<file path="src/cgtg_pkg.sv">
// ----------------------------------------------------------------------------
// cgtg_pkg
// Shared types, constants and helpers of the colour gradient table generator.
// ----------------------------------------------------------------------------
package cgtg_pkg;

  localparam int TABLE_ENTRIES = 32;

  localparam int COLOUR_W = 12;
  localparam int COUNT_W  = 8;
  localparam int LINE_W   = 8;
  localparam int INDEX_W  = 6;
  localparam int LEN_W    = 7;
  localparam int NIB_W    = 4;
  localparam int DIVS_W   = 6;
  localparam int NUM_COMP = 3;

  localparam logic [LINE_W-1:0] LAST_LINE = 8'd199;

  typedef enum logic [1:0] {
    SEL_LINE,
    SEL_GREEN,
    SEL_RED,
    SEL_BLUE
  } div_sel_e;

  typedef enum logic [1:0] {
    ST_IDLE,
    ST_DIVIDE,
    ST_EMIT
  } ctrl_state_e;

  typedef struct packed {
    logic     load;
    logic     div_start;
    div_sel_e div_sel;
    logic     emit;
  } cgtg_cmd_t;

  typedef struct packed {
    logic div_done;
    logic out_free;
    logic last;
  } cgtg_sts_t;

  function automatic div_sel_e next_sel(input div_sel_e sel);
    div_sel_e res;
    unique case (sel)
      SEL_LINE:  res = SEL_GREEN;
      SEL_GREEN: res = SEL_RED;
      SEL_RED:   res = SEL_BLUE;
      SEL_BLUE:  res = SEL_LINE;
      default:   res = SEL_LINE;
    endcase
    return res;
  endfunction

endpackage

</file>
<file path="src/cgtg_req_if.sv">
// ----------------------------------------------------------------------------
// cgtg_req_if
// Request channel: two colours and an entry count, valid/ready handshake.
// ----------------------------------------------------------------------------
interface cgtg_req_if;
  logic                              valid;
  logic                              ready;
  logic [cgtg_pkg::COLOUR_W-1:0]     start_colour;
  logic [cgtg_pkg::COLOUR_W-1:0]     end_colour;
  logic [cgtg_pkg::COUNT_W-1:0]      entry_count;

  modport source(output valid, start_colour, end_colour, entry_count, input ready);
  modport sink(input valid, start_colour, end_colour, entry_count, output ready);
endinterface

</file>
<file path="src/cgtg_ent_if.sv">
// ----------------------------------------------------------------------------
// cgtg_ent_if
// Entry channel: one raster table entry per transfer, valid/ready handshake.
// ----------------------------------------------------------------------------
interface cgtg_ent_if;
  logic                              valid;
  logic                              ready;
  logic [cgtg_pkg::LINE_W-1:0]       line_number;
  logic [cgtg_pkg::COLOUR_W-1:0]     entry_colour;
  logic [cgtg_pkg::INDEX_W-1:0]      entry_index;
  logic                              last_entry;

  modport source(output valid, line_number, entry_colour, entry_index, last_entry,
                 input ready);
  modport sink(input valid, line_number, entry_colour, entry_index, last_entry,
               output ready);
endinterface

</file>
<file path="src/colour_gradient_table_generator.sv">
// ----------------------------------------------------------------------------
// colour_gradient_table_generator
// Builds a linear colour ramp table from two 4-4-4 colours and an entry count.
// ----------------------------------------------------------------------------
// req_i carries start_colour, end_colour and entry_count; a count of zero or
// above the table size selects the full table. ent_o delivers one entry per
// transfer: line_number, entry_colour, entry_index and last_entry, which is
// set on the final entry of the run.
// One request is handled at a time; req_i.ready is high only while idle.
// After a request transfer the block runs four divisions on a shared
// one-bit-per-cycle divider (line step, then green, red and blue increments),
// each in turn, and the first entry follows once the blue one is done.
// Entries then follow one per cycle from remainder accumulators while the
// receiver keeps taking them. The output register holds an entry while the
// receiver stalls and the run pauses until it is taken; the next request is
// taken as soon as the last entry is in the output register.
// Reset empties the output register and returns the sequencer to idle.
// ----------------------------------------------------------------------------
module colour_gradient_table_generator (
  input  logic        clk_i,
  input  logic        rst_ni,
  cgtg_req_if.sink    req_i,
  cgtg_ent_if.source  ent_o
);

  cgtg_pkg::cgtg_cmd_t cmd;
  cgtg_pkg::cgtg_sts_t sts;
  logic                req_ready;

  cgtg_ctrl u_ctrl (
    .clk_i       (clk_i),
    .rst_ni      (rst_ni),
    .req_valid_i (req_i.valid),
    .req_ready_o (req_ready),
    .sts_i       (sts),
    .cmd_o       (cmd)
  );

  cgtg_datapath u_datapath (
    .clk_i  (clk_i),
    .rst_ni (rst_ni),
    .req_i  (req_i),
    .ent_o  (ent_o),
    .cmd_i  (cmd),
    .sts_o  (sts)
  );

  assign req_i.ready = req_ready;

endmodule

</file>
<file path="src/cgtg_div.sv">
// ----------------------------------------------------------------------------
// cgtg_div
// Restoring divider, one quotient bit per cycle, 8-bit dividend by 6-bit
// divisor. The divisor is read during the steps and must stay stable.
// ----------------------------------------------------------------------------
module cgtg_div (
  input  logic                         clk_i,
  input  logic                         rst_ni,
  input  logic                         start_i,
  input  logic [cgtg_pkg::LINE_W-1:0]  dividend_i,
  input  logic [cgtg_pkg::DIVS_W-1:0]  divisor_i,
  output logic                         done_o,
  output logic [cgtg_pkg::LINE_W-1:0]  quotient_o,
  output logic [cgtg_pkg::DIVS_W-1:0]  remainder_o
);

  logic                          busy_q;
  logic                          done_q;
  logic [2:0]                    cnt_q;
  logic [cgtg_pkg::LINE_W-1:0]   quo_q;
  logic [cgtg_pkg::DIVS_W-1:0]   rem_q;
  logic [cgtg_pkg::DIVS_W:0]     shifted;
  logic                          fits;
  logic [cgtg_pkg::DIVS_W:0]     diff;

  assign shifted = {rem_q, quo_q[cgtg_pkg::LINE_W-1]};
  assign fits    = shifted >= {1'b0, divisor_i};
  assign diff    = shifted - {1'b0, divisor_i};

  always_ff @(posedge clk_i or negedge rst_ni) begin
    if (!rst_ni) begin
      busy_q <= 1'b0;
      done_q <= 1'b0;
      cnt_q  <= '0;
    end else begin
      done_q <= 1'b0;
      if (start_i) begin
        busy_q <= 1'b1;
        cnt_q  <= '0;
      end else if (busy_q) begin
        cnt_q <= cnt_q + 3'd1;
        if (cnt_q == 3'd7) begin
          busy_q <= 1'b0;
          done_q <= 1'b1;
        end
      end
    end
  end

  always_ff @(posedge clk_i) begin
    if (start_i) begin
      quo_q <= dividend_i;
      rem_q <= '0;
    end else if (busy_q) begin
      quo_q <= {quo_q[cgtg_pkg::LINE_W-2:0], fits};
      rem_q <= fits ? diff[cgtg_pkg::DIVS_W-1:0] : shifted[cgtg_pkg::DIVS_W-1:0];
    end
  end

  assign done_o      = done_q;
  assign quotient_o  = quo_q;
  assign remainder_o = rem_q;

endmodule

</file>
<file path="src/cgtg_datapath.sv">
// ----------------------------------------------------------------------------
// cgtg_datapath
// Request latch, setup divisions, per-entry colour and line accumulators and
// the output register.
// ----------------------------------------------------------------------------
module cgtg_datapath (
  input  logic                  clk_i,
  input  logic                  rst_ni,
  cgtg_req_if.sink              req_i,
  cgtg_ent_if.source            ent_o,
  input  cgtg_pkg::cgtg_cmd_t   cmd_i,
  output cgtg_pkg::cgtg_sts_t   sts_o
);

  localparam int NW = cgtg_pkg::NIB_W;
  localparam int NC = cgtg_pkg::NUM_COMP;

  logic [cgtg_pkg::COLOUR_W-1:0] start_q;
  logic [cgtg_pkg::COLOUR_W-1:0] end_q;
  logic [cgtg_pkg::LEN_W-1:0]    len_q;
  logic [cgtg_pkg::DIVS_W-1:0]   divs_q;
  logic [cgtg_pkg::LINE_W-1:0]   step_q;
  logic [cgtg_pkg::INDEX_W-1:0]  idx_q;
  logic [cgtg_pkg::LINE_W-1:0]   line_q;
  cgtg_pkg::div_sel_e            sel_q;
  logic [NW-1:0]                 qinc_q [NC];
  logic [NW-1:0]                 acc_q  [NC];
  logic [cgtg_pkg::DIVS_W-1:0]   rinc_q [NC];
  logic [cgtg_pkg::DIVS_W-1:0]   rem_q  [NC];

  logic [cgtg_pkg::LEN_W-1:0]    len_d;
  logic [cgtg_pkg::DIVS_W-1:0]   divs_d;
  logic [NW-1:0]                 mag    [NC];
  logic                          neg    [NC];
  logic [NW-1:0]                 nib    [NC];
  logic [cgtg_pkg::DIVS_W:0]     rsum   [NC];
  logic                          wrap   [NC];
  logic [NW-1:0]                 acc_d  [NC];
  logic [cgtg_pkg::DIVS_W-1:0]   rem_d  [NC];
  logic [cgtg_pkg::LINE_W-1:0]   dividend;
  logic                          div_done;
  logic [cgtg_pkg::LINE_W-1:0]   quotient;
  logic [cgtg_pkg::DIVS_W-1:0]   remainder;

  logic                          ent_valid_q;
  logic [cgtg_pkg::LINE_W-1:0]   ent_line_q;
  logic [cgtg_pkg::COLOUR_W-1:0] ent_colour_q;
  logic [cgtg_pkg::INDEX_W-1:0]  ent_index_q;
  logic                          ent_last_q;
  logic                          last;

  always_comb begin
    if (req_i.entry_count == '0 ||
        req_i.entry_count > cgtg_pkg::COUNT_W'(cgtg_pkg::TABLE_ENTRIES)) begin
      len_d = cgtg_pkg::LEN_W'(cgtg_pkg::TABLE_ENTRIES);
    end else begin
      len_d = req_i.entry_count[cgtg_pkg::LEN_W-1:0];
    end
    if (len_d > cgtg_pkg::LEN_W'(1)) begin
      divs_d = cgtg_pkg::DIVS_W'(len_d - cgtg_pkg::LEN_W'(1));
    end else begin
      divs_d = cgtg_pkg::DIVS_W'(1);
    end
  end

  // component 0 is blue, 1 red, 2 green
  always_comb begin
    for (int k = 0; k < NC; k++) begin
      neg[k]  = end_q[k*NW +: NW] < start_q[k*NW +: NW];
      mag[k]  = neg[k] ? start_q[k*NW +: NW] - end_q[k*NW +: NW]
                       : end_q[k*NW +: NW] - start_q[k*NW +: NW];
      nib[k]  = neg[k] ? start_q[k*NW +: NW] - acc_q[k]
                       : start_q[k*NW +: NW] + acc_q[k];
      rsum[k] = {1'b0, rem_q[k]} + {1'b0, rinc_q[k]};
      wrap[k] = rsum[k] >= {1'b0, divs_q};
      rem_d[k] = wrap[k] ? cgtg_pkg::DIVS_W'(rsum[k] - {1'b0, divs_q})
                         : rsum[k][cgtg_pkg::DIVS_W-1:0];
      acc_d[k] = acc_q[k] + qinc_q[k] + {{(NW-1){1'b0}}, wrap[k]};
    end
  end

  always_comb begin
    unique case (cmd_i.div_sel)
      cgtg_pkg::SEL_LINE:  dividend = cgtg_pkg::LAST_LINE;
      cgtg_pkg::SEL_GREEN: dividend = cgtg_pkg::LINE_W'(mag[2]);
      cgtg_pkg::SEL_RED:   dividend = cgtg_pkg::LINE_W'(mag[1]);
      cgtg_pkg::SEL_BLUE:  dividend = cgtg_pkg::LINE_W'(mag[0]);
      default:             dividend = cgtg_pkg::LAST_LINE;
    endcase
  end

  cgtg_div u_div (
    .clk_i       (clk_i),
    .rst_ni      (rst_ni),
    .start_i     (cmd_i.div_start),
    .dividend_i  (dividend),
    .divisor_i   (divs_q),
    .done_o      (div_done),
    .quotient_o  (quotient),
    .remainder_o (remainder)
  );

  always_ff @(posedge clk_i) begin
    if (cmd_i.load) begin
      start_q <= req_i.start_colour;
      end_q   <= req_i.end_colour;
      len_q   <= len_d;
      divs_q  <= divs_d;
      idx_q   <= '0;
      line_q  <= '0;
      for (int k = 0; k < NC; k++) begin
        acc_q[k] <= '0;
        rem_q[k] <= '0;
      end
    end else if (cmd_i.emit) begin
      idx_q  <= idx_q + cgtg_pkg::INDEX_W'(1);
      line_q <= line_q + step_q;
      for (int k = 0; k < NC; k++) begin
        acc_q[k] <= acc_d[k];
        rem_q[k] <= rem_d[k];
      end
    end
    if (cmd_i.div_start) begin
      sel_q <= cmd_i.div_sel;
    end
    if (div_done) begin
      unique case (sel_q)
        cgtg_pkg::SEL_LINE: begin
          step_q <= quotient;
        end
        cgtg_pkg::SEL_GREEN: begin
          qinc_q[2] <= quotient[NW-1:0];
          rinc_q[2] <= remainder;
        end
        cgtg_pkg::SEL_RED: begin
          qinc_q[1] <= quotient[NW-1:0];
          rinc_q[1] <= remainder;
        end
        cgtg_pkg::SEL_BLUE: begin
          qinc_q[0] <= quotient[NW-1:0];
          rinc_q[0] <= remainder;
        end
        default: begin
          step_q <= quotient;
        end
      endcase
    end
  end

  assign last = ({1'b0, idx_q} + cgtg_pkg::LEN_W'(1)) == len_q;

  always_ff @(posedge clk_i or negedge rst_ni) begin
    if (!rst_ni) begin
      ent_valid_q <= 1'b0;
    end else if (cmd_i.emit) begin
      ent_valid_q <= 1'b1;
    end else if (ent_o.ready) begin
      ent_valid_q <= 1'b0;
    end
  end

  always_ff @(posedge clk_i) begin
    if (cmd_i.emit) begin
      ent_line_q   <= line_q;
      ent_colour_q <= {nib[2], nib[1], nib[0]};
      ent_index_q  <= idx_q;
      ent_last_q   <= last;
    end
  end

  assign ent_o.valid        = ent_valid_q;
  assign ent_o.line_number  = ent_line_q;
  assign ent_o.entry_colour = ent_colour_q;
  assign ent_o.entry_index  = ent_index_q;
  assign ent_o.last_entry   = ent_last_q;

  assign sts_o.div_done = div_done;
  assign sts_o.out_free = !ent_valid_q || ent_o.ready;
  assign sts_o.last     = last;

endmodule

</file>
<file path="src/cgtg_ctrl.sv">
// ----------------------------------------------------------------------------
// cgtg_ctrl
// Sequencer: accept a request, run the four setup divisions, then step the
// entry run into the output register.
// ----------------------------------------------------------------------------
module cgtg_ctrl (
  input  logic                  clk_i,
  input  logic                  rst_ni,
  input  logic                  req_valid_i,
  output logic                  req_ready_o,
  input  cgtg_pkg::cgtg_sts_t   sts_i,
  output cgtg_pkg::cgtg_cmd_t   cmd_o
);

  cgtg_pkg::ctrl_state_e state_q, state_d;
  cgtg_pkg::div_sel_e    sel_q;

  always_ff @(posedge clk_i or negedge rst_ni) begin
    if (!rst_ni) begin
      state_q <= cgtg_pkg::ST_IDLE;
      sel_q   <= cgtg_pkg::SEL_LINE;
    end else begin
      state_q <= state_d;
      if (cmd_o.div_start) begin
        sel_q <= cmd_o.div_sel;
      end
    end
  end

  always_comb begin
    state_d = state_q;
    unique case (state_q)
      cgtg_pkg::ST_IDLE: begin
        if (req_valid_i) state_d = cgtg_pkg::ST_DIVIDE;
      end
      cgtg_pkg::ST_DIVIDE: begin
        if (sts_i.div_done && sel_q == cgtg_pkg::SEL_BLUE) state_d = cgtg_pkg::ST_EMIT;
      end
      cgtg_pkg::ST_EMIT: begin
        if (sts_i.out_free && sts_i.last) state_d = cgtg_pkg::ST_IDLE;
      end
      default: state_d = cgtg_pkg::ST_IDLE;
    endcase
  end

  always_comb begin
    req_ready_o     = 1'b0;
    cmd_o.load      = 1'b0;
    cmd_o.div_start = 1'b0;
    cmd_o.div_sel   = sel_q;
    cmd_o.emit      = 1'b0;
    unique case (state_q)
      cgtg_pkg::ST_IDLE: begin
        req_ready_o     = 1'b1;
        cmd_o.load      = req_valid_i;
        cmd_o.div_start = req_valid_i;
        cmd_o.div_sel   = cgtg_pkg::SEL_LINE;
      end
      cgtg_pkg::ST_DIVIDE: begin
        if (sts_i.div_done && sel_q != cgtg_pkg::SEL_BLUE) begin
          cmd_o.div_start = 1'b1;
          cmd_o.div_sel   = cgtg_pkg::next_sel(sel_q);
        end
      end
      cgtg_pkg::ST_EMIT: begin
        cmd_o.emit = sts_i.out_free;
      end
      default: begin
        req_ready_o = 1'b0;
      end
    endcase
  end

endmodule

</file>
<file path="src/flat_wrapper.sv">
// flat-port wrapper written by rule: the top's interface ports become plain ports
module colour_gradient_table_generator_flat 
  (clk_i, rst_ni, req_i_valid, req_i_start_colour, req_i_end_colour, req_i_entry_count, req_i_ready, ent_o_valid, ent_o_line_number, ent_o_entry_colour, ent_o_entry_index, ent_o_last_entry, ent_o_ready);
  cgtg_req_if req_i_i ();
  cgtg_ent_if ent_o_i ();
  input  logic clk_i;
  input  logic rst_ni;
  input wire logic [$bits(req_i_i.valid)-1:0] req_i_valid;
  input wire logic [$bits(req_i_i.start_colour)-1:0] req_i_start_colour;
  input wire logic [$bits(req_i_i.end_colour)-1:0] req_i_end_colour;
  input wire logic [$bits(req_i_i.entry_count)-1:0] req_i_entry_count;
  output wire logic [$bits(req_i_i.ready)-1:0] req_i_ready;
  output wire logic [$bits(ent_o_i.valid)-1:0] ent_o_valid;
  output wire logic [$bits(ent_o_i.line_number)-1:0] ent_o_line_number;
  output wire logic [$bits(ent_o_i.entry_colour)-1:0] ent_o_entry_colour;
  output wire logic [$bits(ent_o_i.entry_index)-1:0] ent_o_entry_index;
  output wire logic [$bits(ent_o_i.last_entry)-1:0] ent_o_last_entry;
  input wire logic [$bits(ent_o_i.ready)-1:0] ent_o_ready;
  assign req_i_i.valid = req_i_valid;
  assign req_i_i.start_colour = req_i_start_colour;
  assign req_i_i.end_colour = req_i_end_colour;
  assign req_i_i.entry_count = req_i_entry_count;
  assign req_i_ready = req_i_i.ready;
  assign ent_o_valid = ent_o_i.valid;
  assign ent_o_line_number = ent_o_i.line_number;
  assign ent_o_entry_colour = ent_o_i.entry_colour;
  assign ent_o_entry_index = ent_o_i.entry_index;
  assign ent_o_last_entry = ent_o_i.last_entry;
  assign ent_o_i.ready = ent_o_ready;
  colour_gradient_table_generator u_core (.clk_i(clk_i), .rst_ni(rst_ni), .req_i(req_i_i), .ent_o(ent_o_i));
endmodule
</file>
<file path="config.mk">
export PLATFORM = sky130hd
export DESIGN_NAME = colour_gradient_table_generator_flat
export DESIGN_NICKNAME = d
export VERILOG_FILES = /design/src/cgtg_pkg.sv /design/src/cgtg_req_if.sv /design/src/cgtg_ent_if.sv /design/src/colour_gradient_table_generator.sv /design/src/cgtg_div.sv /design/src/cgtg_datapath.sv /design/src/cgtg_ctrl.sv /design/src/flat_wrapper.sv
export SDC_FILE = /design/constraint.sdc
export NUM_CORES = 1
export LEC_CHECK = 0
export BUFFER_PORTS_ARGS = -buffer_cell sky130_fd_sc_hd__buf_4
export CAP_MARGIN = 20
export CELL_PAD_IN_SITES_DETAIL_PLACEMENT = 0
export CELL_PAD_IN_SITES_GLOBAL_PLACEMENT = 1
export CORE_AREA = 2 2 153 155
export CTS_CLUSTER_SIZE = 25
export DETAILED_ROUTE_END_ITERATION = 10
export DIE_AREA = 0 0 155 157
export GPL_TIMING_DRIVEN = 0
export PLACE_DENSITY = 0.85
export SLEW_MARGIN = 5
export SYNTH_ARGS = -nofsm -noshare
export SYNTH_HDL_FRONTEND = slang
export SYNTH_SLANG_ARGS = --single-unit
</file>
<file path="constraint.sdc">
create_clock -name clk_i -period 4.4 [get_ports clk_i]
set_clock_uncertainty 0.2 [all_clocks]
set_input_delay 0.22 -clock clk_i [delete_from_list [all_inputs] [get_ports clk_i]]
set_output_delay 0.22 -clock clk_i [all_outputs]
set_load 0.005 [all_outputs]
</file>
Word-level counts from Yosys, hierarchy flattened --
Memories as Yosys holds them, arrays and structs flattened. Index checks and enable logic that the tools add are counted.
Word-level totals: logic and storage cells 171, memories 4, flip-flop bits (word level) 112, bits in writable memories 60, output and inout port bits 29, bits of input ports 36
Memory list:
- u_core.u_datapath.rem_q | depth 3, width 6, rd ports 3, clocked after Yosys merged registers in 0, wr ports 3, line cgtg_datapath.sv:29 | logic [cgtg_pkg::DIVS_W-1:0] rem_q [NC];
- u_core.u_datapath.rinc_q | depth 3, width 6, rd ports 3, clocked after Yosys merged registers in 0, wr ports 1, line cgtg_datapath.sv:28 | logic [cgtg_pkg::DIVS_W-1:0] rinc_q [NC];
- u_core.u_datapath.acc_q | depth 3, width 4, rd ports 3, clocked after Yosys merged registers in 0, wr ports 3, line cgtg_datapath.sv:27 | logic [NW-1:0] acc_q [NC];
- u_core.u_datapath.qinc_q | depth 3, width 4, rd ports 3, clocked after Yosys merged registers in 0, wr ports 1, line cgtg_datapath.sv:26 | logic [NW-1:0] qinc_q [NC];
Cells by class: eq/ne operators 17, $lt $le $gt $ge 9, mux-type cells 66, bitwise logic cells 6, reductions and logical operators 19, add/subtract/negate cells 30
Operators by type and width (count):
- 6-bit 2-to-1 mux | 9
- 4-bit 2-to-1 mux | 11
- 4-bit subtractor | 9
- 8-bit case mux with 4 select lines | 1
- 1-bit 2-to-1 mux | 29
- 7-bit by 6-bit >= comparator with 1-bit output | 4
- 4-bit adder | 6
- 6-bit subtractor | 4
- 6-bit by 6-bit adder with 7-bit output | 3
- 8-bit 2-to-1 mux | 2
- 2-bit equality test, second input constant | 7
- 2-bit 2-to-1 mux | 7
- 4-bit by 1-bit adder with 4-bit output | 3
- 4-bit less-than comparator | 3
- 6-bit OR reduction | 2
- 3-bit 2-to-1 mux | 3
- 8-bit adder | 1
- 2-bit by 1-bit equality test with 1-bit output, second input constant | 4
- 8-bit by 6-bit > comparator with 1-bit output, second input constant | 1
- 2-bit zero test | 4
- 8-bit zero test | 1
- 2-bit != test, second input constant | 4
- 2-bit case mux with 4 select lines | 1
- 4-bit OR reduction | 2
- other kinds (17) | 26

Longest topological paths before layout --
Gate-level depths: netlist of the first run.
depth in word-level cells 7, mapped depth 17, gate-level depth less buffers 17

Worst setup path after synthesis of the first run --
Ideal clock, no wire load.
path kind flip-flop to flip-flop, start point memory u_core.u_datapath.rem_q[0][6] in the netlist's numbering, end point memory u_core.u_datapath.acc_q[0][6] in the netlist's numbering (data pin), slack 0.227 ns, arrival time 3.707 ns, period minus slack after synthesis 4.173 ns, library setup time 0.266 ns, buffers on the path 0, data required time 3.934 ns, stages on the path, launching flop included 15, cells stage by stage edfxtp_1 ha_1 fa_1 a21o_1 a21oi_1 xnor2_1 ha_1 a21oi_1 inv_1 o31ai_4 nand2_1 fa_1 fa_1 xnor2_1 nor2_1
RTL lines (line):
- from (decl) | cgtg_datapath.sv:29
- to (decl) | cgtg_datapath.sv:27

==> metrics.log, run 1 <==
[metrics] run status: complete, no violations
[metrics] routed wl met2: 10.1 mm
[metrics] number of cells in the design after placement: 1216
[metrics] post-CTS clock slew at the launch and capture registers of the worst setup and hold paths: 0.07 ns
[metrics] number of warnings printed during yosys synthesis: 0
[metrics] slew at the pin with the worst max-slew slack: 0.928 ns
[metrics] count of flip-flops with a built-in enable after synthesis: 142
[metrics] clock root buffer: clkbuf_16
[metrics] Initial Utilization: 44.5%
[metrics] start-to-end type of the worst setup path: flip-flop to flip-flop
[metrics] final standard cell utilization of the core: 53.1%
[metrics] leading cell types by count after synthesis: edfxtp_1 (142), ha_1 (96), inv_1 (83)
[metrics] area share of the leading cell type in the synthesized netlist: 42.5%
[metrics] synthesized area per cell: around 12 um2
[metrics] pin count of the biggest net entering global routing: 32
[metrics] VDD IR max: 0.284 mV
[metrics] CP Cell Sequence: ha_2 > fa_1 > a21o_1 > a21oi_2 > xnor2_1 > ha_2 > a21oi_2 > inv_1 > o31ai_4 > nand2_2 > fa_2 > fa_1 > xnor2_1 > nor2_1
[metrics] cell family with most CP delay: adder cells
[metrics] die area: 24300 um2
[metrics] Total Power: 4.64 mW
[metrics] tightest hold margin: 0.0109 ns
[metrics] clock latency on the worst-skew pair: 0.44 ns
[metrics] Met3 Routed Length: slightly above 900 um
[metrics] TritonCTS clock tree: yes
[metrics] Core Region: 22500 um2
[metrics] share of the yosys chip area belonging to registers: 49.0%
[metrics] cell area after synthesis: 10000 um2
[metrics] final cell count without fillers: 1288
[metrics] number of buffer and inverter instances along the worst setup path: 1
[metrics] Inserted Diodes: 0
[metrics] Detail Placement HPWL: 15.2 mm
[metrics] number of distinct library cells after synthesis: 78
[metrics] area delta synth->final: 19.3%
[metrics] final estimated routing congestion in global placement: about 0.86
[metrics] total number of placement rows: 55
[metrics] via count of the first global-routing pass: 6976
[metrics] maximum clock insertion buffer count: 2
[metrics] most frequent cell after synthesis: edfxtp_1
[metrics] max_cap viols: 0
[metrics] total power divided by cell area: 388 nW/um2
[metrics] minimum clock period after layout: 4.22 ns
[metrics] final instance area: 12000 um2
[metrics] launch point of the worst reg-to-reg path: u_core.u_datapath.rem_q[0][6]
[metrics] total negative slack for setup checks: 0 ns
[metrics] Hold WC Path Type: input port to flip-flop
[metrics] prevailing post-synth register cell: edfxtp_1
[metrics] via density per instance: 5.31
[metrics] starting DRC count in detailed routing: ~360
[metrics] Vias: 6834
[metrics] CP Capture Type: flip-flop
[metrics] Worst Path Required: about 4.4 ns
[metrics] highest routing layer actually used: met4
[metrics] number of search-and-repair iterations in the first detailed-routing pass: 5
[metrics] final number of max-transition violations: 0
[metrics] final setup fails: 0
[metrics] final hold viol count: 0
[metrics] Slowest Stage Delay on Critical Path: 0.45 ns
[metrics] Area contributors post-synth: edfxtp_1 (43%), ha_1 (12%), fa_1 (4.6%)
[metrics] DRC viols: 0
[metrics] initial antenna violation count: 0
[metrics] beginning of the worst hold path: req_i_entry_count[2]
[metrics] slowest library cell on the worst path: fa_1
[metrics] worst max-slew margin expressed relative to the limit: 37.9%
[metrics] maximum level of the CTS H-tree: 4
[metrics] boundary pin count: 65
[metrics] leakage power of the design: around 4.9 nW
[metrics] CTS Sinks: 172
[metrics] NumNets Final: 1145
[metrics] data arrival time of the critical path: between 4 and 5 ns
[metrics] period utilisation layout: 95.9%
[metrics] Fill cells: 1910
[metrics] library cell with the largest summed area after synthesis: edfxtp_1
[metrics] total clock buffers created by CTS: 17
[metrics] placed standard-cell area: 10900 um2
[metrics] total routing usage reported by global routing: ~18%
[metrics] worst setup path start: u_core.u_datapath.rem_q[0][6]
[metrics] WL final: around 21 mm
[metrics] floorplan die width: 155 um
[metrics] vertical die dimension: 157 um
[metrics] average detailed-routed wire length per instance: 16.4 um
[metrics] timing-limited maximum frequency: approximately 240 MHz
[metrics] synthesis-stage register bit count: 172
[metrics] number of buffers inserted by port buffering: 64
[metrics] share of cells above drive strength 1: 14.0%
[metrics] Met1 Wirelength: 9.68 mm
[metrics] wire length of the first global-routing pass: 34.8 mm
[metrics] grt total ovfl: 0
[metrics] Setup WS pre-CTS: -0.132 ns
[metrics] number of antenna-violating nets in the routed design: 0
[metrics] cell count after synthesis: 864
[metrics] startpoint class of the critical path: flip-flop
[metrics] async set-or-reset flop fraction in the synthesized netlist: under 10%
[metrics] slack of the critical path: 0.182 ns
[metrics] highest net fanout along the worst path: 4
## placed cells by master (no fill, tap or decap), drive strengths merged, types with 23 or more instances in the layout
cell type	n
fa	23
inv	91
clkbuf	24
o21ai	44
xnor2	40
a21oi	38
nand2	62
xor2	24
nand3	29
buf	77
dlygate4sd3	34
ha	96
nor2	46
edfxtp	142
## final cells by class
| cell class | count | area (um2) | area share, % |
|---|---|---|---|
| clock buffers | 17 | 425 | 3.56 |
| multi-input cells | 597 | 4790 | 40.0 |
| flip-flops and latches | 172 | 4910 | 41.1 |
| inverters | 84 | 315 | 2.64 |
| clock inverters | 15 | 189 | 1.58 |
| repair buffers | 106 | 911 | 7.62 |
| well taps | 285 | 357 | 2.98 |
| plain buffers | 12 | 58.8 | 0.492 |
## routing by layer
layer  vias to the layer above  GRT usage, %
met3                        24          3.47
met5                         -             0
li1                       3388             -
met1                      3273          24.1
met2                       149          31.0
met4                         0          5.51
## cell families (layout without fill, tap and decap cells)
group | after synthesis | count (layout) | synth area share [%]
AOI/OAI and AO/OA | 184 | 184 | 12.8
muxes | 18 | 18 | 1.83
other | 1 | 2 | 0.0374
DFF | 172 | 172 | 49.0
xor gates and xnor gates | 65 | 65 | 5.82
buffers and inverters | 96 | 234 | 3.72
adders and majority gates | 119 | 119 | 16.6
and+or+nand+nor | 209 | 209 | 10.2
## tightest hold or removal path: stages
cell and delay (ns):
buf_4 0.09, nand3_1 0.14, inv_1 0.08
## report_power, final
part	switching, mW	total, mW	internal [mW]
clock network	0.753	1.53	0.777
registers	0.178	2.16	1.98
logic	0.516	0.952	0.436
## repair_timing
action	4_1_cts	5_1_grt
pin swaps	1	4
setup endpoints to repair	6	9
hold buffers	34	0
hold endpoints to repair	42	0
gates resized for setup	4	7
setup buffers	1	4
## sequential cells by signal, summed over array words and instances, names as in the netlist, 12 cells and up
name                                  flops
u_core.u_datapath.end_q                  12
u_core.u_datapath.qinc_q                 12
u_core.u_datapath.rinc_q                 18
u_core.u_datapath.acc_q                  12
u_core.u_datapath.ent_o.entry_colour     12
u_core.u_datapath.rem_q                  18
u_core.u_datapath.start_q                12
## path summary, 6_finish.rpt
check                      slack, ns  cells past startpoint                                endpoint
hold / removal                  0.01                      3              u_core.u_datapath.len_q[2]
min in group asynchronous       0.62                      3          u_core.u_datapath.u_div.busy_q
max in group asynchronous       3.05                      3           u_core.u_datapath.ent_o.valid
setup / recovery                0.18                     14           u_core.u_datapath.acc_q[0][6]
hold reg to reg                 0.25                      0  u_core.u_datapath.ent_o.line_number[7]
setup reg to reg                0.18                     14           u_core.u_datapath.acc_q[0][6]
(Power assumes the default switching activity.)
==> run 2: changes to the inputs <==
--- a/config.mk
+++ b/config.mk
@@ -5,16 +5,16 @@
 export SDC_FILE = /design/constraint.sdc
 export NUM_CORES = 1
 export LEC_CHECK = 0
+export ABC_AREA = 1
 export BUFFER_PORTS_ARGS = -buffer_cell sky130_fd_sc_hd__buf_4
 export CAP_MARGIN = 20
 export CELL_PAD_IN_SITES_DETAIL_PLACEMENT = 0
 export CELL_PAD_IN_SITES_GLOBAL_PLACEMENT = 1
-export CORE_AREA = 2 2 153 155
+export CORE_AREA = 2 2 156 158
 export CTS_CLUSTER_SIZE = 25
 export DETAILED_ROUTE_END_ITERATION = 10
-export DIE_AREA = 0 0 155 157
-export GPL_TIMING_DRIVEN = 0
-export PLACE_DENSITY = 0.85
+export DIE_AREA = 0 0 158 160
+export PLACE_DENSITY = 0.86
 export SLEW_MARGIN = 5
 export SYNTH_ARGS = -nofsm -noshare
 export SYNTH_HDL_FRONTEND = slang
==> run 2 against run 1 <==
Global-route usage is 0.31 points lower. Routed wire length is 1.4% higher. Clock-buffer cell count is 4 higher. Clock power is 11% lower. Synthesized area is 2.3% higher. Flip-flop and latch count stayed put. Critical path depth is 2 higher. Cell count is 16% higher. Final area is 0.30% higher. Combinational power is 60% higher. Synthesized cell count is 21% higher. Critical endpoint unchanged. Largest cell class unchanged.
==> metrics.log, run 2 <==
[metrics] start-to-end type of the worst setup path: flip-flop to flip-flop
[metrics] number of cells on the worst reg-to-reg path: 16 (+2)
[metrics] count of flip-flops with a built-in enable after synthesis: 142 (unchanged)
[metrics] total routing usage reported by global routing: 18.0% (-0.31 points)
[metrics] number of search-and-repair iterations in the first detailed-routing pass: 5 (unchanged)
[metrics] floorplan die width: 158 um (+1.9%)
[metrics] most frequent standard cell in the layout excluding fill and tap cells: nand2_1
[metrics] total power divided by cell area: 429 nW/um2 (+10%)
[metrics] pin count of the biggest net entering global routing: 47 (+47%)
[metrics] clock latency on the worst-skew pair: 0.43 ns (about the same)
[metrics] Cell Int Power: 3.39 mW (+6.1%)
[metrics] wire length of the first global-routing pass: 35.6 mm (+2.3%)
[metrics] NumNets Final: 1314 (+15%)
[metrics] synthesized area per cell: 9.81 um2 (-15%)
[metrics] most frequent cells in the layout: nand2_1 (184), inv_1 (154), edfxtp_1 (142), ha_1 (96), nor2_1 (87)
[metrics] startpoint class of the critical path: flip-flop
[metrics] Inserted Diodes: 0 (unchanged)
[metrics] last element of the critical path: u_core.u_datapath.acc_q[0][6]
[metrics] period utilisation layout: 94.5% (-1.3 points)
[metrics] slew at the pin with the worst max-slew slack: 0.937 ns (+0.00894 ns)
[metrics] DRC viols: 0 (unchanged)
[metrics] number of warnings printed during yosys synthesis: 0 (unchanged)
[metrics] Area contributors post-synth: edfxtp_1 (42%), ha_1 (12%), nand2_1 (6.8%)
[metrics] post-CTS clock slew at the launch and capture registers of the worst setup and hold paths: 0.07 ns (about the same)
[metrics] number of distinct library cells after synthesis: 42 (-46%)
[metrics] total negative slack for setup checks: 0 ns (unchanged)
[metrics] number of buffers inserted by port buffering: 64 (unchanged)
[metrics] die area: 25300 um2 (+3.9%)
[metrics] via density per instance: 4.92 (-7.3%)
[metrics] CTS Sinks: 172 (unchanged)
[metrics] Vias: 7358 (+7.7%)
[metrics] final setup fails: 0 (unchanged)
[metrics] total clock buffers created by CTS: 17 (unchanged)
[metrics] CP Capture Type: flip-flop
[metrics] boundary pin count: 65 (unchanged)
[metrics] minimum clock period after layout: 4.16 ns (-0.0586 ns)
[metrics] Detail Placement HPWL: 15.3 mm (+0.19%)
[metrics] async set-or-reset flop fraction in the synthesized netlist: 5.81% (unchanged)
[metrics] grt total ovfl: 0 (unchanged)
[metrics] prevailing post-synth register cell: edfxtp_1
[metrics] reported net switching power: 1.75 mW (+21%)
[metrics] final number of max-transition violations: 0 (unchanged)
[metrics] switching fraction of total power: 34.1% (+2.9 points)
[metrics] most frequent cell after synthesis: nand2_1
[metrics] timing-limited maximum frequency: 240 MHz (+1.4%)
[metrics] capture instance of the worst register-to-register path: u_core.u_datapath.acc_q[0][6]
[metrics] worst max-slew margin expressed relative to the limit: 37.2% (-0.71 points)
[metrics] leading cell types by count after synthesis: nand2_1 (185), inv_1 (154), edfxtp_1 (142)
[metrics] FF-to-FF setup slack: 0.24 ns (+0.06 ns)
[metrics] synthesis-stage register bit count: 172 (unchanged)
[metrics] maximum level of the CTS H-tree: 4 (unchanged)
[metrics] Fill cells: 2174 (+14%)
[metrics] maximum clock insertion buffer count: 2 (unchanged)
[metrics] Total Power: 5.14 mW (+11%)
[metrics] WL final: 21.4 mm (+1.4%)
[metrics] average detailed-routed wire length per instance: 14.3 um (-13%)
[metrics] share of power burned in registers: 44.0% (-2.5 points)
[metrics] Core Region: 23800 um2 (+5.9%)
[metrics] run status: complete, no violations
[metrics] worst setup path start: u_core.u_datapath.rinc_q[0][6]
[metrics] VDD IR max: 0.316 mV (+11%)
[metrics] share of the yosys chip area belonging to registers: 47.9% (-1.1 points)
[metrics] max_cap viols: 0 (unchanged)
[metrics] starting DRC count in detailed routing: 349 (-3.9%)
[metrics] area share of the leading cell type in the synthesized netlist: 41.6% (-0.97 points)
[metrics] post-CTS setup buffers: 0 (-1)
[metrics] Hold WC Path Type: input port to flip-flop
[metrics] number of antenna-violating nets in the routed design: 0 (unchanged)
[metrics] total number of placement rows: 57 (+3.6%)
[metrics] via count of the first global-routing pass: 7384 (+5.8%)
[metrics] launch point of the worst reg-to-reg path: u_core.u_datapath.rinc_q[0][6]
[metrics] share of total power in the clock network: 26.4% (-6.6 points)
[metrics] share of cells above drive strength 1: 11.1% (-2.9 points)
[metrics] area delta synth->final: 16.9%
[metrics] library cell with the largest summed area after synthesis: edfxtp_1
[metrics] Worst Path Required: 4.37 ns (about the same)
[metrics] clock root buffer: clkbuf_16
[metrics] combinational cell fraction of total power: 29.6% (+9.1 points)
[metrics] registers with the highest flip-flop counts: u_core.u_datapath.rem_q x18, u_core.u_datapath.rinc_q x18
[metrics] highest net fanout along the worst path: 6 (+2)
[metrics] cell area after synthesis: 10300 um2 (+2.3%)
[metrics] final hold viol count: 0 (unchanged)
[metrics] Initial Utilization: 43.1% (-1.5 points)
[metrics] TritonCTS clock tree: yes
[metrics] vertical die dimension: 160 um (+1.9%)
[metrics] cell count after synthesis: 1046 (+21%)
[metrics] initial antenna violation count: 0 (unchanged)
[metrics] final estimated routing congestion in global placement: 0.833 (-3.2%)
[metrics] leakage power of the design: 5.38 nW (+9.6%)
[metrics] data arrival time of the critical path: 4.13 ns (-0.05 ns)
run 2: changes by cell type after synthesis, sizes merged, moves of 18 or more:
cell	change
nand4	+18
nand3	+52
nand2	+132
a21oi	+20
inv	+76
nor2	+49
run 2: timing repair:
item / 4_1_cts / 5_1_grt
endpoints found under the setup margin: 0 / 1
hold buffers: 33 / 0
endpoints found under the hold margin: 40 / 0
gates resized for setup: 0 / 1
run 2: final cells by class:
type	count	area, um2	area share (%)
inverter	160	606	5.05
clock buffer	21	450	3.76
clock inverter	11	70.1	0.584
timing repair buffer	103	856	7.14
tap	324	405	3.38
sequential	172	4910	41.0
multi-input combinational	705	4690	39.1
run 2: worst max-delay path, cell delays in order, from the launching register on:
cell,delay [ns]
edfxtp_1,0.38
ha_1,0.24
fa_1,0.48
nand3_1,0.10
nand2_1,0.06
xor2_1,0.19
inv_1,0.07
ha_1,0.33
a21o_1,0.19
nor2_1,0.13
nand3_1,0.12
nand2_2,0.13
nand2_2,0.12
fa_1,0.49
fa_1,0.45
xnor2_1,0.15
nor2_1,0.06
run 2: through the flow:
stage,setup WS [ns],hold WS (ns),cells,area [um2],util [%]
after floorplan,0.490,-0.276,1047,10300,-
after global placement,0.321,-0.127,1430,11100,46.7
after detailed placement,0.282,-0.128,1431,11100,46.8
after CTS,0.247,0.00376,1496,12000,50.3
after global routing,-0.0452,0.0146,1496,12000,50.3
final,0.241,0.0230,1496,12000,50.3
run 2: metal layers:
layer  global-route usage (%)  share of wire [%]
met1                     24.3                 47
met2                     29.3                 47
met3                     3.61                4.1
met4                     5.61                2.0
met5                        0                  0
run 2: kinds of logic (layout without fill, tap and decap cells):
family,Yosys count,after routing,synth area share (%)
DFF,172,172,47.9
xor gates and xnor gates,59,59,5.04
other,1,2,0.0366
adders and majority gates,119,119,16.2
AOI/OAI and AO/OA,123,123,6.89
buffers and inverters,170,295,6.45
and+or+nand+nor,402,402,17.5
run 2: how the worst min path moves through the flow:
stage,slack [ns],depth (start not counted),from,to
after global placement,-0.13,1,rst_ni,u_core.u_datapath.u_div.busy_q
final,0.02,4,req_i_entry_count[0],u_core.u_datapath.divs_q[0]
after CTS,0.004,4,req_i_entry_count[0],u_core.u_datapath.divs_q[0]
after floorplan,-0.28,0,rst_ni,u_core.u_ctrl.sel_q[0]
after detailed placement,-0.13,1,rst_ni,u_core.u_datapath.u_div.busy_q
after global routing,0.01,3,req_i_entry_count[3],u_core.u_datapath.len_q[3]
run 2: power by group through the flow:
| stage | Clock, mW | Sequential, mW | Combinational [mW] |
|---|---|---|---|
| detailed placement | 0 | 2.30 | 1.48 |
| CTS | 1.38 | 2.27 | 1.52 |
| global route | 1.44 | 2.29 | 1.75 |
| finish | 1.36 | 2.26 | 1.52 |
| floorplan | 0 | 2.20 | 1.18 |
| global placement | 0 | 2.29 | 1.46 |
==> run 3: changes to the inputs <==
--- a/config.mk
+++ b/config.mk
@@ -10,11 +10,11 @@
 export CAP_MARGIN = 20
 export CELL_PAD_IN_SITES_DETAIL_PLACEMENT = 0
 export CELL_PAD_IN_SITES_GLOBAL_PLACEMENT = 1
-export CORE_AREA = 2 2 156 158
+export CORE_AREA = 2 2 154 156
 export CTS_CLUSTER_SIZE = 25
 export DETAILED_ROUTE_END_ITERATION = 10
-export DIE_AREA = 0 0 158 160
-export PLACE_DENSITY = 0.86
+export DIE_AREA = 0 0 156 158
+export PLACE_DENSITY = 0.84
 export SLEW_MARGIN = 5
 export SYNTH_ARGS = -nofsm -noshare
 export SYNTH_HDL_FRONTEND = slang
==> constraint.sdc (replaced) <==
create_clock -name clk_i -period 5.25 [get_ports clk_i]
set_clock_uncertainty 0.2 [all_clocks]
set_input_delay 1.05 -clock clk_i [delete_from_list [all_inputs] [get_ports clk_i]]
set_output_delay 1.05 -clock clk_i [all_outputs]
set_load 0.005 [all_outputs]
==> run 3 against run 2 <==
Hold slack better by 0.22 ns. Via count down 1.8%. Global-route usage down 0.24 points. Utilization up 0.40 points. Largest cell class unchanged.
==> metrics.log, run 3 (synthesis results as in run 2) <==
[metrics] cell family with most CP delay: adder cells
[metrics] setup repair after global routing missed its margin: no
[metrics] TritonCTS clock tree: yes
[metrics] number of hold buffers added after CTS: 0 (-100%)
[metrics] Vias: 7227 (-1.8%)
[metrics] leakage power of the design: 5.28 nW (-1.9%)
[metrics] Detail Placement HPWL: 15.4 mm (+0.54%)
[metrics] highest net fanout along the worst path: 6 (unchanged)
[metrics] slew at the pin with the worst max-slew slack: 0.984 ns (+0.0469 ns)
[metrics] pin count of the biggest net entering global routing: 47 (unchanged)
[metrics] via count of the first global-routing pass: 6813 (-7.7%)
[metrics] total number of placement rows: 56 (-1.8%)
[metrics] final estimated routing congestion in global placement: 0.843 (+1.2%)
[metrics] WL final: 21.0 mm (-1.9%)
[metrics] timing-limited maximum frequency: 239 MHz (-0.72%)
[metrics] placed standard-cell area: 11100 um2 (-0.52%)
[metrics] tightest hold margin: 0.242 ns (+0.219 ns)
[metrics] total routing usage reported by global routing: 17.8% (-0.24 points)
[metrics] number of antenna-violating nets in the routed design: 0 (unchanged)
[metrics] CP Cell Sequence: ha_1 > fa_1 > nand3_1 > nand2_1 > xor2_1 > inv_1 > ha_1 > a21o_1 > nor2_1 > nand3_1 > nand2_1 > nand2_2 > fa_1 > fa_1 > xnor2_1 > nor2_1
[metrics] Initial Utilization: 44.5% (+1.4 points)
[metrics] number of buffers inserted by port buffering: 64 (unchanged)
[metrics] Core Region: 23100 um2 (-3.2%)
[metrics] total clock buffers created by CTS: 17 (unchanged)
[metrics] VDD IR max: 0.312 mV (-1.4%)
[metrics] clock latency on the worst-skew pair: 0.43 ns (about the same)
[metrics] maximum level of the CTS H-tree: 4 (unchanged)
[metrics] final setup fails: 0 (unchanged)
[metrics] vertical die dimension: 158 um (-1.3%)
[metrics] NumNets Final: 1280 (-2.6%)
[metrics] data arrival time of the critical path: 4.16 ns (+0.03 ns)
[metrics] average detailed-routed wire length per instance: 14.7 um (+2.7%)
[metrics] maximum clock insertion buffer count: 2 (unchanged)
[metrics] Inserted Diodes: 0 (unchanged)
[metrics] startpoint class of the critical path: flip-flop
[metrics] most frequent standard cell in the layout excluding fill and tap cells: nand2_1
[metrics] registers with the highest flip-flop counts: u_core.u_datapath.rem_q x18, u_core.u_datapath.rinc_q x18
[metrics] post-CTS setup buffers: 0 (unchanged)
[metrics] CTS Sinks: 172 (unchanged)
[metrics] slowest library cell on the worst path: fa_1
[metrics] start-to-end type of the worst setup path: flip-flop to flip-flop
[metrics] via density per instance: 5.06 (+2.9%)
[metrics] period utilisation layout: 79.8% (-15 points)
[metrics] area delta synth->final: 14.1%
[metrics] slack of the critical path: 1.06 ns (+0.820 ns)
[metrics] share of cells above drive strength 1: 11.6% (+0.51 points)
[metrics] wire length of the first global-routing pass: 34.2 mm (-4.0%)
[metrics] total power divided by cell area: 379 nW/um2 (-12%)
[metrics] grt total ovfl: 0 (unchanged)
[metrics] Worst Path Required: 5.22 ns (+0.85 ns)
[metrics] run status: complete, no violations
[metrics] boundary pin count: 65 (unchanged)
[metrics] post-CTS sizing: 0 (unchanged)
[metrics] Setup WS pre-CTS: 1.09 ns (+0.812 ns)
[metrics] number of buffer and inverter instances along the worst setup path: 1 (unchanged)
[metrics] final instance area: 11700 um2 (-2.5%)
[metrics] final number of max-transition violations: 0 (unchanged)
[metrics] area of combinational cells with multiple inputs: 4690 um2 (about the same)
[metrics] area occupied by registers: 4910 um2 (unchanged)
[metrics] Slowest Stage Delay on Critical Path: 0.50 ns (about the same)
[metrics] worst max-slew margin expressed relative to the limit: 34.1% (-3.1 points)
[metrics] total negative slack for setup checks: 0 ns (unchanged)
[metrics] minimum clock period after layout: 4.19 ns (+0.0304 ns)
[metrics] CP Capture Type: flip-flop
[metrics] most frequent cells in the layout: nand2_1 (185), inv_1 (154), edfxtp_1 (142), ha_1 (96), nor2_1 (87)
[metrics] Fill cells: 2044 (-6.0%)
[metrics] post-CTS clock slew at the launch and capture registers of the worst setup and hold paths: 0.07 ns (about the same)
[metrics] die area: 24600 um2 (-2.5%)
[metrics] Hold WC Path Type: input port to async pin
[metrics] floorplan die width: 156 um (-1.3%)
[metrics] number of search-and-repair iterations in the first detailed-routing pass: 5 (unchanged)
[metrics] initial antenna violation count: 0 (unchanged)
[metrics] final hold viol count: 0 (unchanged)
[metrics] starting DRC count in detailed routing: 548 (+57%)
[metrics] DRC viols: 0 (unchanged)
[metrics] max_cap viols: 0 (unchanged)
[metrics] clock root buffer: clkbuf_16
[metrics] cell with the most instances on the worst path: fa_1
## run 3: changes by cell type in the layout (fill, tap and decap cells not counted), sizes merged
| cell | change |
|---|---|
| dlygate4sd3 | -33 |
| inv | +7 |
| clkinv | -5 |
| clkbuf | -3 |
| buf | -1 |
| bufinv | +1 |
## run 3: worst reg2reg max path: stages (launching register included)
cell and delay, ns:
edfxtp_1 0.37, ha_1 0.26, fa_1 0.48, nand3_1 0.10
nand2_1 0.07, xor2_1 0.18, inv_1 0.06, ha_1 0.33
a21o_1 0.19, nor2_1 0.14, nand3_1 0.08, nand2_1 0.16
nand2_2 0.13, fa_1 0.50, fa_1 0.47, xnor2_1 0.15
nor2_1 0.06
## run 3: metal layers
metal / wire [um] / up-vias / track usage (%)
li1: - / 3681 / -
met3: 816 / 14 / 2.63
met4: 176 / 0 / 4.50
met2: 9850 / 158 / 29.2
met1: 10100 / 3374 / 24.9
met5: 0 / - / 0
## run 3: cell type report
cell class	instances	area share [%]
flip-flops and latches	172	42.0
multi-input cells	705	40.1
well taps	290	3.10
repair buffers	69	4.41
inverters	160	5.18
clock inverters	14	1.47
clock buffers	18	3.75
## run 3: per-stage QoR
| stage | utilization [%] | power [mW] | cells |
|---|---|---|---|
| floorplan | - | 2.84 | 1047 |
| finish | 50.7 | 4.44 | 1428 |
| detailed placement | 48.1 | 3.17 | 1395 |
| global placement | 48.1 | 3.15 | 1395 |
| global route | 50.7 | 4.72 | 1428 |
| CTS | 50.7 | 4.47 | 1427 |
## run 3: final timing paths
| check | start | cells after the start | slack (ns) | end |
|---|---|---|---|---|
| max | u_core.u_datapath.rem_q[0][6] | 16 | 1.06 | u_core.u_datapath.acc_q[0][6] |
| min in group clk_i | u_core.u_datapath.u_div.quotient_o[4] | 0 | 0.27 | u_core.u_datapath.step_q[4] |
| max in group asynchronous | rst_ni | 1 | 4.44 | u_core.u_datapath.u_div.cnt_q[2] |
| min reg2reg | u_core.u_datapath.u_div.quotient_o[4] | 0 | 0.27 | u_core.u_datapath.step_q[4] |
| min | rst_ni | 1 | 0.24 | u_core.u_datapath.u_div.cnt_q[1] |
| max reg2reg | u_core.u_datapath.rem_q[0][6] | 16 | 1.06 | u_core.u_datapath.acc_q[0][6] |
## run 3: power by group
| part | leakage (nW) | total, mW | switching [mW] | internal (mW) |
|---|---|---|---|---|
| Sequential | 1.56 | 1.90 | 0.180 | 1.72 |
| Clock | 0.294 | 1.29 | 0.591 | 0.697 |
| Combinational | 3.42 | 1.25 | 0.761 | 0.486 |
